==> src/rtl/neural_activation_unit_macros.svh <==
// assertion macros for the neural activation unit
`ifndef NEURAL_ACTIVATION_UNIT_MACROS_SVH
`define NEURAL_ACTIVATION_UNIT_MACROS_SVH

// same-cycle implication, checked on clk, off during rst
`define NAU_ASSERT_IMP(lbl, ante, cons, msg) \
  lbl: assert property (@(posedge clk) disable iff (rst) (ante) |-> (cons)) else $error(msg);

// next-cycle implication, checked on clk, off during rst
`define NAU_ASSERT_NXT(lbl, ante, cons, msg) \
  lbl: assert property (@(posedge clk) disable iff (rst) (ante) |=> (cons)) else $error(msg);

`endif

==> src/rtl/nau_pkg.sv <==
// shared types, constants and tables of the neural activation unit
`default_nettype none

package nau_pkg;

  localparam int LAYER_MAX_DEF = 64;
  localparam int FRAC_BITS_DEF = 11;

  localparam logic [16:0] LOG2E_Q16 = 17'd94548;

  // mode register codes
  localparam logic [2:0] MODE_IDENT = 3'd0;
  localparam logic [2:0] MODE_RELU  = 3'd1;
  localparam logic [2:0] MODE_TANH  = 3'd2;
  localparam logic [2:0] MODE_SIGM  = 3'd3;
  localparam logic [2:0] MODE_SMAX  = 3'd4;

  typedef enum logic [2:0] {
    OP_IDENT,
    OP_RELU,
    OP_TANH,
    OP_SIGM,
    OP_SMAX
  } op_t;

  typedef struct packed {
    op_t                op;
    logic signed [15:0] value;
    logic               last;
  } q_entry_t;

  typedef enum logic [2:0] {
    B_IDLE,
    B_EXP,
    B_SM_READ,
    B_SM_EXP,
    B_SM_WAIT,
    B_DIV
  } back_state_t;

  typedef struct packed {
    logic pop;
    logic div_busy;
  } back_status_t;

  // 2^(i/16) in Q16
  function automatic logic [17:0] pow2_q16(input logic [4:0] idx);
    logic [17:0] v;
    unique case (idx)
      5'd0:    v = 18'd65536;
      5'd1:    v = 18'd68438;
      5'd2:    v = 18'd71468;
      5'd3:    v = 18'd74632;
      5'd4:    v = 18'd77936;
      5'd5:    v = 18'd81386;
      5'd6:    v = 18'd84990;
      5'd7:    v = 18'd88752;
      5'd8:    v = 18'd92682;
      5'd9:    v = 18'd96785;
      5'd10:   v = 18'd101070;
      5'd11:   v = 18'd105545;
      5'd12:   v = 18'd110218;
      5'd13:   v = 18'd115098;
      5'd14:   v = 18'd120194;
      5'd15:   v = 18'd125515;
      5'd16:   v = 18'd131072;
      default: v = 18'd0;
    endcase
    return v;
  endfunction

endpackage

`default_nettype wire

==> src/rtl/nau_exp.sv <==
// three-stage table exponential, unsigned fixed point result saturated to 32 bits
`default_nettype none

module nau_exp #(
  parameter int FRAC_BITS = nau_pkg::FRAC_BITS_DEF
) (
  input  wire logic               clk,
  input  wire logic               rst,
  input  wire logic               go,
  input  wire logic signed [17:0] x,
  output logic                    done,
  output logic [31:0]             e
);
  import nau_pkg::*;

  localparam int S  = FRAC_BITS + 16;
  localparam int RW = S - 4;

  logic               v1, v2;
  logic signed [35:0] y;
  logic signed [35:0] ysh;
  logic [3:0]         idx;
  logic [17:0]        base;
  logic [12:0]        diff;
  logic [12+RW:0]     prod;
  logic signed [15:0] n2;
  logic [17:0]        mant;
  logic signed [15:0] sh;
  logic [32:0]        up;
  logic [4:0]         dn;
  logic [31:0]        e_next;

  // stage 1: scale by log2(e)
  always_ff @(posedge clk) begin
    y <= 36'(x) * $signed({19'd0, LOG2E_Q16});
  end

  assign ysh  = y >>> S;
  assign idx  = y[S-1:S-4];
  assign diff = 13'(pow2_q16(5'(idx) + 5'd1) - pow2_q16(5'(idx)));

  // stage 2: table lookup and interpolation product
  always_ff @(posedge clk) begin
    n2   <= ysh[15:0];
    base <= pow2_q16(5'(idx));
    prod <= (13+RW)'(diff) * (13+RW)'(y[RW-1:0]);
  end

  // stage 3: shift into output format and saturate
  always_comb begin
    mant   = base + 18'(prod >> RW);
    sh     = n2 + 16'(FRAC_BITS) - 16'sd16;
    up     = 33'(mant) << sh[3:0];
    dn     = 5'(-sh);
    e_next = 32'd0;
    if (sh >= 16'sd16) begin
      e_next = '1;
    end else if (sh >= 16'sd0) begin
      e_next = up[32] ? '1 : up[31:0];
    end else if (sh > -16'sd18) begin
      e_next = 32'(mant >> dn);
    end
  end

  always_ff @(posedge clk) begin
    e <= e_next;
  end

  // valid pipe
  always_ff @(posedge clk) begin
    if (rst) begin
      v1   <= 1'b0;
      v2   <= 1'b0;
      done <= 1'b0;
    end else begin
      v1   <= go;
      v2   <= v1;
      done <= v2;
    end
  end

endmodule

`default_nettype wire

==> src/rtl/nau_div.sv <==
// restoring unsigned divider, one quotient bit per cycle
`default_nettype none

module nau_div (
  input  wire logic        clk,
  input  wire logic        rst,
  input  wire logic        go,
  input  wire logic [47:0] num,
  input  wire logic [32:0] den,
  output logic             busy,
  output logic             done,
  output logic [47:0]      quo
);
  import nau_pkg::*;

  logic [33:0] rem;
  logic [47:0] nsh;
  logic [32:0] dreg;
  logic [5:0]  cnt;
  logic [33:0] trial;
  logic        fits;

  assign trial = {rem[32:0], nsh[47]};
  assign fits  = trial >= {1'b0, dreg};

  // control
  always_ff @(posedge clk) begin
    if (rst) begin
      busy <= 1'b0;
      done <= 1'b0;
      cnt  <= '0;
    end else begin
      done <= 1'b0;
      if (go) begin
        busy <= 1'b1;
        cnt  <= 6'd47;
      end else if (busy) begin
        cnt <= cnt - 6'd1;
        if (cnt == 6'd0) begin
          busy <= 1'b0;
          done <= 1'b1;
        end
      end
    end
  end

  // datapath
  always_ff @(posedge clk) begin
    if (go) begin
      rem  <= '0;
      nsh  <= num;
      dreg <= den;
      quo  <= '0;
    end else if (busy) begin
      rem <= fits ? trial - {1'b0, dreg} : trial;
      nsh <= {nsh[46:0], 1'b0};
      quo <= {quo[46:0], fits};
    end
  end

endmodule

`default_nettype wire

==> src/rtl/nau_front.sv <==
// mode register, item classification and the two-entry item queue
`default_nettype none

module nau_front (
  input  wire logic                clk,
  input  wire logic                rst,
  input  wire logic                start,
  output logic                     busy,
  input  wire logic signed [15:0]  value,
  input  wire logic                last,
  input  wire logic                cfg_valid,
  output logic                     cfg_ready,
  input  wire logic [2:0]          cfg_data,
  output logic                     q_valid,
  output nau_pkg::q_entry_t        q_head,
  input  wire logic                pop
);
  import nau_pkg::*;

  logic [2:0] mode;
  q_entry_t   qmem [2];
  logic       wp, rp;
  logic [1:0] fill;
  logic       push;
  q_entry_t   ent;

  assign cfg_ready = 1'b1;
  assign busy      = fill == 2'd2;
  assign push      = start && !busy;
  assign q_valid   = fill != 2'd0;
  assign q_head    = qmem[rp];

  // mode register
  always_ff @(posedge clk) begin
    if (rst) begin
      mode <= MODE_IDENT;
    end else if (cfg_valid && cfg_ready) begin
      mode <= cfg_data;
    end
  end

  // classify the item by mode
  always_comb begin
    ent.value = value;
    ent.last  = last;
    unique case (mode)
      MODE_RELU: ent.op = OP_RELU;
      MODE_TANH: ent.op = OP_TANH;
      MODE_SIGM: ent.op = OP_SIGM;
      MODE_SMAX: ent.op = OP_SMAX;
      default:   ent.op = OP_IDENT;
    endcase
  end

  // queue storage
  always_ff @(posedge clk) begin
    if (push) begin
      qmem[wp] <= ent;
    end
  end

  // queue pointers
  always_ff @(posedge clk) begin
    if (rst) begin
      wp   <= 1'b0;
      rp   <= 1'b0;
      fill <= '0;
    end else begin
      if (push) wp <= !wp;
      if (pop) rp <= !rp;
      fill <= fill + 2'(push) - 2'(pop);
    end
  end

endmodule

`default_nettype wire

==> src/rtl/nau_back.sv <==
// execution side: activation sequencer, softmax layer store, exp and divider units
`default_nettype none

module nau_back #(
  parameter int LAYER_MAX = nau_pkg::LAYER_MAX_DEF,
  parameter int FRAC_BITS = nau_pkg::FRAC_BITS_DEF
) (
  input  wire logic                clk,
  input  wire logic                rst,
  input  wire logic                q_valid,
  input  nau_pkg::q_entry_t        q_head,
  output nau_pkg::back_status_t    status,
  output logic signed [15:0]       result,
  output logic                     last_out,
  output logic                     strobe
);
  import nau_pkg::*;

  localparam int AW = $clog2(LAYER_MAX);
  localparam int CW = $clog2(LAYER_MAX + 1);
  localparam logic [32:0] ONE = 33'd1 << FRAC_BITS;

  back_state_t        state, state_next;
  logic               pop, exp_go, div_go;
  logic signed [17:0] exp_x;
  logic               exp_done;
  logic [31:0]        exp_e;
  logic               div_busy, div_done;
  logic [47:0]        div_num, div_quo;
  logic [32:0]        div_den;

  op_t                op_r;
  logic               last_r;
  logic               neg_r;
  logic [CW-1:0]      cnt;
  logic [AW-1:0]      idx;
  logic [31:0]        total;
  logic [15:0]        mem_q;
  logic [15:0]        store [LAYER_MAX];

  logic signed [17:0] vx, ax;
  logic [31:0]        e_cl;
  logic [32:0]        sum;
  logic               idx_last;
  logic               layer_end;

  assign vx       = 18'(q_head.value);
  assign ax       = q_head.value[15] ? -vx : vx;
  assign e_cl     = (33'(exp_e) > ONE) ? ONE[31:0] : exp_e;
  assign sum      = {1'b0, total} + {1'b0, exp_e};
  assign idx_last = (CW'(idx) + CW'(1)) == cnt;
  assign layer_end = last_r || (cnt == CW'(LAYER_MAX));

  assign status.pop      = pop;
  assign status.div_busy = div_busy;

  nau_exp #(.FRAC_BITS(FRAC_BITS)) u_exp (
    .clk  (clk),
    .rst  (rst),
    .go   (exp_go),
    .x    (exp_x),
    .done (exp_done),
    .e    (exp_e)
  );

  nau_div u_div (
    .clk  (clk),
    .rst  (rst),
    .go   (div_go),
    .num  (div_num),
    .den  (div_den),
    .busy (div_busy),
    .done (div_done),
    .quo  (div_quo)
  );

  // next state
  always_comb begin
    state_next = state;
    unique case (state)
      B_IDLE: begin
        if (q_valid && q_head.op != OP_IDENT && q_head.op != OP_RELU) state_next = B_EXP;
      end
      B_EXP: begin
        if (exp_done) begin
          if (op_r != OP_SMAX) state_next = B_DIV;
          else if (layer_end) state_next = B_SM_READ;
          else state_next = B_IDLE;
        end
      end
      B_SM_READ: state_next = B_SM_EXP;
      B_SM_EXP:  state_next = B_SM_WAIT;
      B_SM_WAIT: if (exp_done) state_next = B_DIV;
      B_DIV: begin
        if (div_done) begin
          state_next = (op_r == OP_SMAX && !idx_last) ? B_SM_READ : B_IDLE;
        end
      end
      default: state_next = B_IDLE;
    endcase
  end

  // unit launches and operands
  always_comb begin
    pop     = 1'b0;
    exp_go  = 1'b0;
    exp_x   = vx;
    div_go  = 1'b0;
    div_num = 48'(ONE - 33'(e_cl)) << FRAC_BITS;
    div_den = ONE + 33'(e_cl);
    unique case (state)
      B_IDLE: begin
        pop = q_valid;
        unique case (q_head.op)
          OP_TANH: exp_x = -(ax <<< 1);
          OP_SIGM: exp_x = -vx;
          default: exp_x = vx;
        endcase
        exp_go = q_valid && q_head.op != OP_IDENT && q_head.op != OP_RELU;
      end
      B_EXP: begin
        div_go = exp_done && op_r != OP_SMAX;
        if (op_r == OP_SIGM) begin
          div_num = 48'd1 << (2 * FRAC_BITS);
          div_den = ONE + 33'(exp_e);
        end
      end
      B_SM_EXP: begin
        exp_x  = 18'($signed(mem_q));
        exp_go = 1'b1;
      end
      B_SM_WAIT: begin
        div_go  = exp_done;
        div_num = 48'(exp_e) << FRAC_BITS;
        div_den = {1'b0, total};
      end
      default: ;
    endcase
  end

  always_ff @(posedge clk) begin
    if (rst) state <= B_IDLE;
    else state <= state_next;
  end

  // layer store
  always_ff @(posedge clk) begin
    if (pop && q_head.op == OP_SMAX) store[cnt[AW-1:0]] <= q_head.value;
    if (state == B_SM_READ) mem_q <= store[idx];
  end

  // item latch
  always_ff @(posedge clk) begin
    if (pop) begin
      op_r   <= q_head.op;
      last_r <= q_head.last;
    end
  end

  // softmax count, index and running total
  always_ff @(posedge clk) begin
    if (rst) begin
      cnt   <= '0;
      idx   <= '0;
      total <= '0;
    end else begin
      if (pop && q_head.op == OP_SMAX) cnt <= cnt + CW'(1);
      if (state == B_EXP && exp_done && op_r == OP_SMAX) begin
        total <= sum[32] ? '1 : sum[31:0];
        idx   <= '0;
      end
      if (state == B_DIV && div_done && op_r == OP_SMAX) begin
        if (idx_last) begin
          cnt   <= '0;
          total <= '0;
        end else begin
          idx <= idx + AW'(1);
        end
      end
    end
  end

  // result register
  always_ff @(posedge clk) begin
    if (rst) begin
      strobe <= 1'b0;
    end else begin
      strobe <= (pop && (q_head.op == OP_IDENT || q_head.op == OP_RELU)) ||
                (state == B_DIV && div_done);
    end
  end

  always_ff @(posedge clk) begin
    if (pop && q_head.op == OP_IDENT) begin
      result   <= q_head.value;
      last_out <= q_head.last;
    end else if (pop && q_head.op == OP_RELU) begin
      result   <= q_head.value[15] ? 16'sd0 : q_head.value;
      last_out <= q_head.last;
    end else if (state == B_DIV && div_done) begin
      unique case (op_r)
        OP_TANH: begin
          result   <= neg_r ? -$signed(div_quo[15:0]) : $signed(div_quo[15:0]);
          last_out <= last_r;
        end
        OP_SMAX: begin
          if (total == 32'd0) result <= 16'sd0;
          else if (div_quo[47:15] != '0) result <= 16'sd32767;
          else result <= $signed(div_quo[15:0]);
          last_out <= idx_last;
        end
        default: begin
          result   <= $signed(div_quo[15:0]);
          last_out <= last_r;
        end
      endcase
    end
  end

  // sign of the tanh argument
  always_ff @(posedge clk) begin
    if (pop) neg_r <= q_head.value[15];
  end

endmodule

`default_nettype wire

==> src/rtl/neural_activation_unit.sv <==
// Neural activation unit: identity, ReLU, tanh, sigmoid or layer softmax on Q fixed point.
// Items are taken with start while busy is low; busy rises only when the two-entry item
// queue is full. Identity and ReLU results are registered as the item leaves the queue.
// Tanh and sigmoid use the table exponential, then the divider at one quotient bit per
// cycle. A softmax item is stored and its exponential summed; on the item marked last, or
// when LAYER_MAX values are held, every stored value is emitted in order as its exponential
// over the sum. Results appear for one cycle on result and last_out with strobe high; the
// receiver cannot stall, so no result is ever held back. The mode register is to be
// written over cfg while the unit is idle; the user must ensure this, the block does not.
`default_nettype none

`include "neural_activation_unit_macros.svh"

module neural_activation_unit #(
  parameter int LAYER_MAX = nau_pkg::LAYER_MAX_DEF,
  parameter int FRAC_BITS = nau_pkg::FRAC_BITS_DEF
) (
  input  wire logic               clk,
  input  wire logic               rst,
  input  wire logic               start,
  output logic                    busy,
  input  wire logic signed [15:0] value,
  input  wire logic               last,
  input  wire logic               cfg_valid,
  output logic                    cfg_ready,
  input  wire logic [2:0]         cfg_data,
  output logic signed [15:0]      result,
  output logic                    last_out,
  output logic                    strobe
);
  import nau_pkg::*;

  logic         q_valid;
  q_entry_t     q_head;
  back_status_t status;

  // accept and classify
  nau_front u_front (
    .clk       (clk),
    .rst       (rst),
    .start     (start),
    .busy      (busy),
    .value     (value),
    .last      (last),
    .cfg_valid (cfg_valid),
    .cfg_ready (cfg_ready),
    .cfg_data  (cfg_data),
    .q_valid   (q_valid),
    .q_head    (q_head),
    .pop       (status.pop)
  );

  // execute
  nau_back #(.LAYER_MAX(LAYER_MAX), .FRAC_BITS(FRAC_BITS)) u_back (
    .clk      (clk),
    .rst      (rst),
    .q_valid  (q_valid),
    .q_head   (q_head),
    .status   (status),
    .result   (result),
    .last_out (last_out),
    .strobe   (strobe)
  );

  // checks
  `NAU_ASSERT_IMP(a_pop_has_item, status.pop, q_valid, "pop from empty queue")
  `NAU_ASSERT_NXT(a_accept_queued, start && !busy, q_valid, "accepted item not queued")
  `NAU_ASSERT_IMP(a_no_emit_mid_div, status.div_busy, !strobe, "result during division")

endmodule

`default_nettype wire

==> config.mk <==
export PLATFORM = sky130hd
export DESIGN_NAME = neural_activation_unit
export DESIGN_NICKNAME = d
export VERILOG_FILES = /design/src/rtl/nau_pkg.sv /design/src/rtl/nau_exp.sv /design/src/rtl/nau_div.sv /design/src/rtl/nau_front.sv /design/src/rtl/nau_back.sv /design/src/rtl/neural_activation_unit.sv
export VERILOG_INCLUDE_DIRS = /design/src /design/src/rtl
export SDC_FILE = /design/constraint.sdc
export NUM_CORES = 2
export LEC_CHECK = 0
export BUFFER_PORTS_ARGS = -buffer_cell sky130_fd_sc_hd__buf_2
export CORE_MARGIN = 2
export CORE_UTILIZATION = 50
export DETAILED_ROUTE_END_ITERATION = 12
export PLACE_DENSITY_LB_ADDON = 0.12
export SYNTH_ARGS = -nofsm -noshare
export SYNTH_HDL_FRONTEND = slang
export SYNTH_SLANG_ARGS = --single-unit
==> constraint.sdc <==
create_clock -name clk -period 9.89 [get_ports clk]
set_input_delay 0.989 -clock clk [delete_from_list [all_inputs] [get_ports clk]]
set_output_delay 0.989 -clock clk [all_outputs]
set_load 0.01 [all_outputs]
==> impl_metrics.tcl <==
set metrics [dict create \
    fin_cells 8208 \
    finalInstanceArea_mm2 0.0855 \
    crit_top_cell "a21o_1" \
    start_util_pct 50.4 \
    multi_input_area_mm2 0.0341 \
    dieArea_mm2 0.158 \
    dp_hpwl_mm 130 \
    min_period_ns 9.34 \
    gr-usage-met3_pct 3.58 \
    nets 6706 \
    drv_cap 0 \
    syn_to_final_growth_pct 10.1 \
    yosysTopAreaCell "edfxtp_1" \
    crit_slowest_cell "fa_1" \
    postRouteAntennaNets 0 \
    cts_root_buf "clkbuf_16" \
    drc 0 \
    cts_sinks 1438 \
    cts_max_path_buffers 3 \
    htreeDepth 4 \
    place_inst 7942 \
    regToRegSetupSlack_ns 0.55 \
    synthFlopType "edfxtp_1" \
    max_stage_delay_ns 0.53 \
    routed_wirelength_mm 194 \
    grt_use_met1_pct 34.9 \
    io_pins 44 \
    hold_path_end "u_back.u_exp.n2[2]" \
    grt.busiest_layer "met2" \
    grt_antenna_before_repair 4 \
    nFillCells 12774 \
    syn_area_mm2 0.0776 \
    grt_max_degree 129 \
    grt_util_all_layers_pct 24.8 \
    hold_depth 0 \
    hold_buffers 0 \
    hold_viol 0 \
    arrival_ns 10.01 \
    cts-resized-gates 0 \
    routed_via_density 5.91 \
    r2r_cells 37 \
    drive_gt1_share_pct 14.1 \
    io_buffer_count 42 \
    wire_per_inst_um 23.7 \
    dpl_cell_area_mm2 0.0806 \
    cp-end-kind "flip-flop" \
    start_kind "flip-flop" \
    synth_area_per_cell_um2 13.0 \
    clk_latency_ns 0.81 \
    relSlewSlack_pct 20.9 \
    die_h_um 398 \
    period_share_pct 94.5 \
    drtIter0Drc 4438 \
    fmax_ghz 0.107 \
    grt_first_pass_wirelength_mm 299 \
    tritoncts "yes" \
    status "finished clean" \
    core_area_mm2 0.154 \
    gr-total-overflow 0 \
    worst_pin_slew_ns 1.18 \
    yosys_warnings 0 \
    use_met2_pct 40.7 \
    clock_skew_ns 0.0909 \
    hp-class "flip-flop to flip-flop" \
    synthCells 5982 \
    clk_pin_slew_ns 0.06 \
    numCtsBuffers 150 \
    path_class "flip-flop to flip-flop" \
    final-setup-viol-count 0 \
    hold_path.startpoint "u_back.u_exp.y[29]" \
    finalMaxSlewViolations 0 \
    rows 144 \
    grt_pass1_vias 48778 \
    num_vias 48487 \
    gp_congestion 0.882 \
    ff_latch_area_mm2 0.0405 \
    worstReg2RegStart "u_back.u_exp.y[24]" \
    die_x_um 398 \
    ys_top_cells_by_area "edfxtp_1 (45%), mux4_2 (9.8%), fa_1 (7.9%), dfxtp_1 (6.9%), ha_1 (5.2%)" \
    drtPass1Iterations 6 \
    yosysUniqueCellTypes 95 \
    synth_edf_count 1172 \
    cts_setup_buffers 0 \
    ys_async_sr_fraction_pct 0 \
    ys_seq_area_share_pct 52.2 \
    crit_fanout 21 \
    reg2reg_to "u_back.u_exp.prod[30]" \
    synth_top_area_share_pct 45.3 \
    ys_ff_latch 1438 \
    crit_required_ns 10.56 \
]
-- routing by layer --
layer / vias to the layer above / part of all wire, % / wire length (um)
met5: - / 0 / 0
met4: 0 / 2.2 / 4230
met3: 280 / 6.1 / 11900
met2: 1512 / 48 / 93800
met1: 24704 / 43 / 84400
li1: 21991 / - / -
-- sequential cells by signal, indices dropped and copies added, names as in the netlist, 3 cells and up, named ones only --
signal,count
u_back.u_div.rem,33
u_back.u_exp.n2,9
u_front.qmem,40
u_back.u_exp.prod,13
u_front.mode,3
u_back.u_div.nsh,37
u_back.u_div.quo,48
u_back.cnt,7
u_back.u_div.cnt,6
u_back.result,16
u_back.total,32
u_back.u_exp.base,16
u_back.state,3
u_back.idx,6
u_back.mem_q,16
u_back.u_div.dreg,33
u_back.op_r,3
u_back.u_exp.e,32
u_back.store,1024
u_back.u_exp.y,34
-- critical path: cells and delay by family, from the launching register on --
| kind | cells | cell delay [ns] |
|---|---|---|
| flip-flops | 1 | 0.47 |
| multiplexers | 1 | 0.26 |
| XOR/XNOR | 1 | 0.33 |
| buffers and inverters | 3 | 0.32 |
| adder cells (fa/ha/maj) | 7 | 2.93 |
| AND/OR/NAND/NOR | 5 | 0.91 |
| AO/OA/AOI/OAI | 20 | 3.98 |
-- cells in the final DEF (no fill, tap or decap), types with 18 or more instances in the layout --
master / count
clkbuf_16: 152
nand2b_1: 48
mux2_2: 25
o21ai_0: 249
nand2_1: 507
a311oi_1: 26
clkinv_2: 21
nand3_1: 105
a221o_1: 20
nor2_1: 365
nor4_1: 32
a211oi_1: 40
or3_1: 20
ha_1: 322
and3_1: 30
fa_1: 308
mux4_2: 339
edfxtp_1: 1172
xnor2_1: 140
nor2b_1: 45
o21a_1: 25
o211ai_1: 24
clkinv_1: 20
mux2i_1: 106
a221oi_1: 22
inv_1: 521
nor3_1: 76
o21bai_1: 18
a21oi_1: 264
dfxtp_1: 260
clkbuf_1: 36
a31oi_1: 43
buf_4: 159
o22ai_1: 19
buf_2: 42
and2_1: 104
xor2_1: 69
a21o_1: 90
-- synthesized netlist by cell type (90+ instances only) --
| master | count |
|---|---|
| ha_1 | 324 |
| inv_1 | 531 |
| nand3_1 | 105 |
| edfxtp_1 | 1172 |
| o21ai_0 | 252 |
| fa_1 | 308 |
| nor2_1 | 368 |
| and2_1 | 104 |
| a21oi_1 | 266 |
| dfxtp_1 | 266 |
| mux4_2 | 339 |
| clkbuf_1 | 238 |
| xnor2_1 | 144 |
| a21o_1 | 90 |
| mux2i_1 | 107 |
| nand2_1 | 507 |
-- logic make-up after synthesis --
logic type      after synthesis  share of synthesized area, %
buf+inv                     831                          4.08
fa+ha+maj                   633                          13.2
mux                         473                          11.6
compound gates              984                          8.12
flops                      1438                          52.2
simple gates               1407                          8.38
other cells                   2                       0.00967
xor+xnor                    214                          2.42
-- worst max path at each step --
stage / from / to / slack (ns) / depth (start not counted)
after floorplan: flip-flop / flip-flop / 0.82 / 34
after global placement: u_back.u_exp.y[24] / u_back.u_exp.prod[35] / 0.37 / 37
after detailed placement: u_back.u_exp.y[23] / u_back.u_exp.prod[35] / 0.26 / 43
after CTS: u_back.u_exp.y[23] / u_back.u_exp.prod[35] / 0.18 / 38
after global routing: u_back.u_exp.y[24] / u_back.u_exp.prod[35] / -0.03 / 34
final: u_back.u_exp.y[24] / u_back.u_exp.prod[30] / 0.55 / 37
-- layout make-up --
cell class | instances | share of cell area, %
clock inverter | 68 | 0.833
tap | 2044 | 2.99
multi-input combinational | 3715 | 39.8
inverter | 538 | 2.38
antenna | 1 | 0.00293
clock buffer | 197 | 4.75
timing repair buffer | 207 | 1.76
sequential | 1438 | 47.4
-- through the flow --
step | util, % | setup TNS (ns) | hold slack [ns] | setup WS, ns
after floorplan | - | 0 | 0.310 | 0.823
after global placement | 52.3 | 0 | 0.312 | 0.366
after detailed placement | 52.3 | 0 | 0.312 | 0.260
after CTS | 55.4 | 0 | 0.316 | 0.183
after global routing | 55.5 | -0.0371 | 0.329 | -0.0308
final | 55.5 | 0 | 0.323 | 0.546
Power is left out: the tool's default activity adds up to more than one toggle a clock period on the data nets, which glitch-free logic cannot reach.
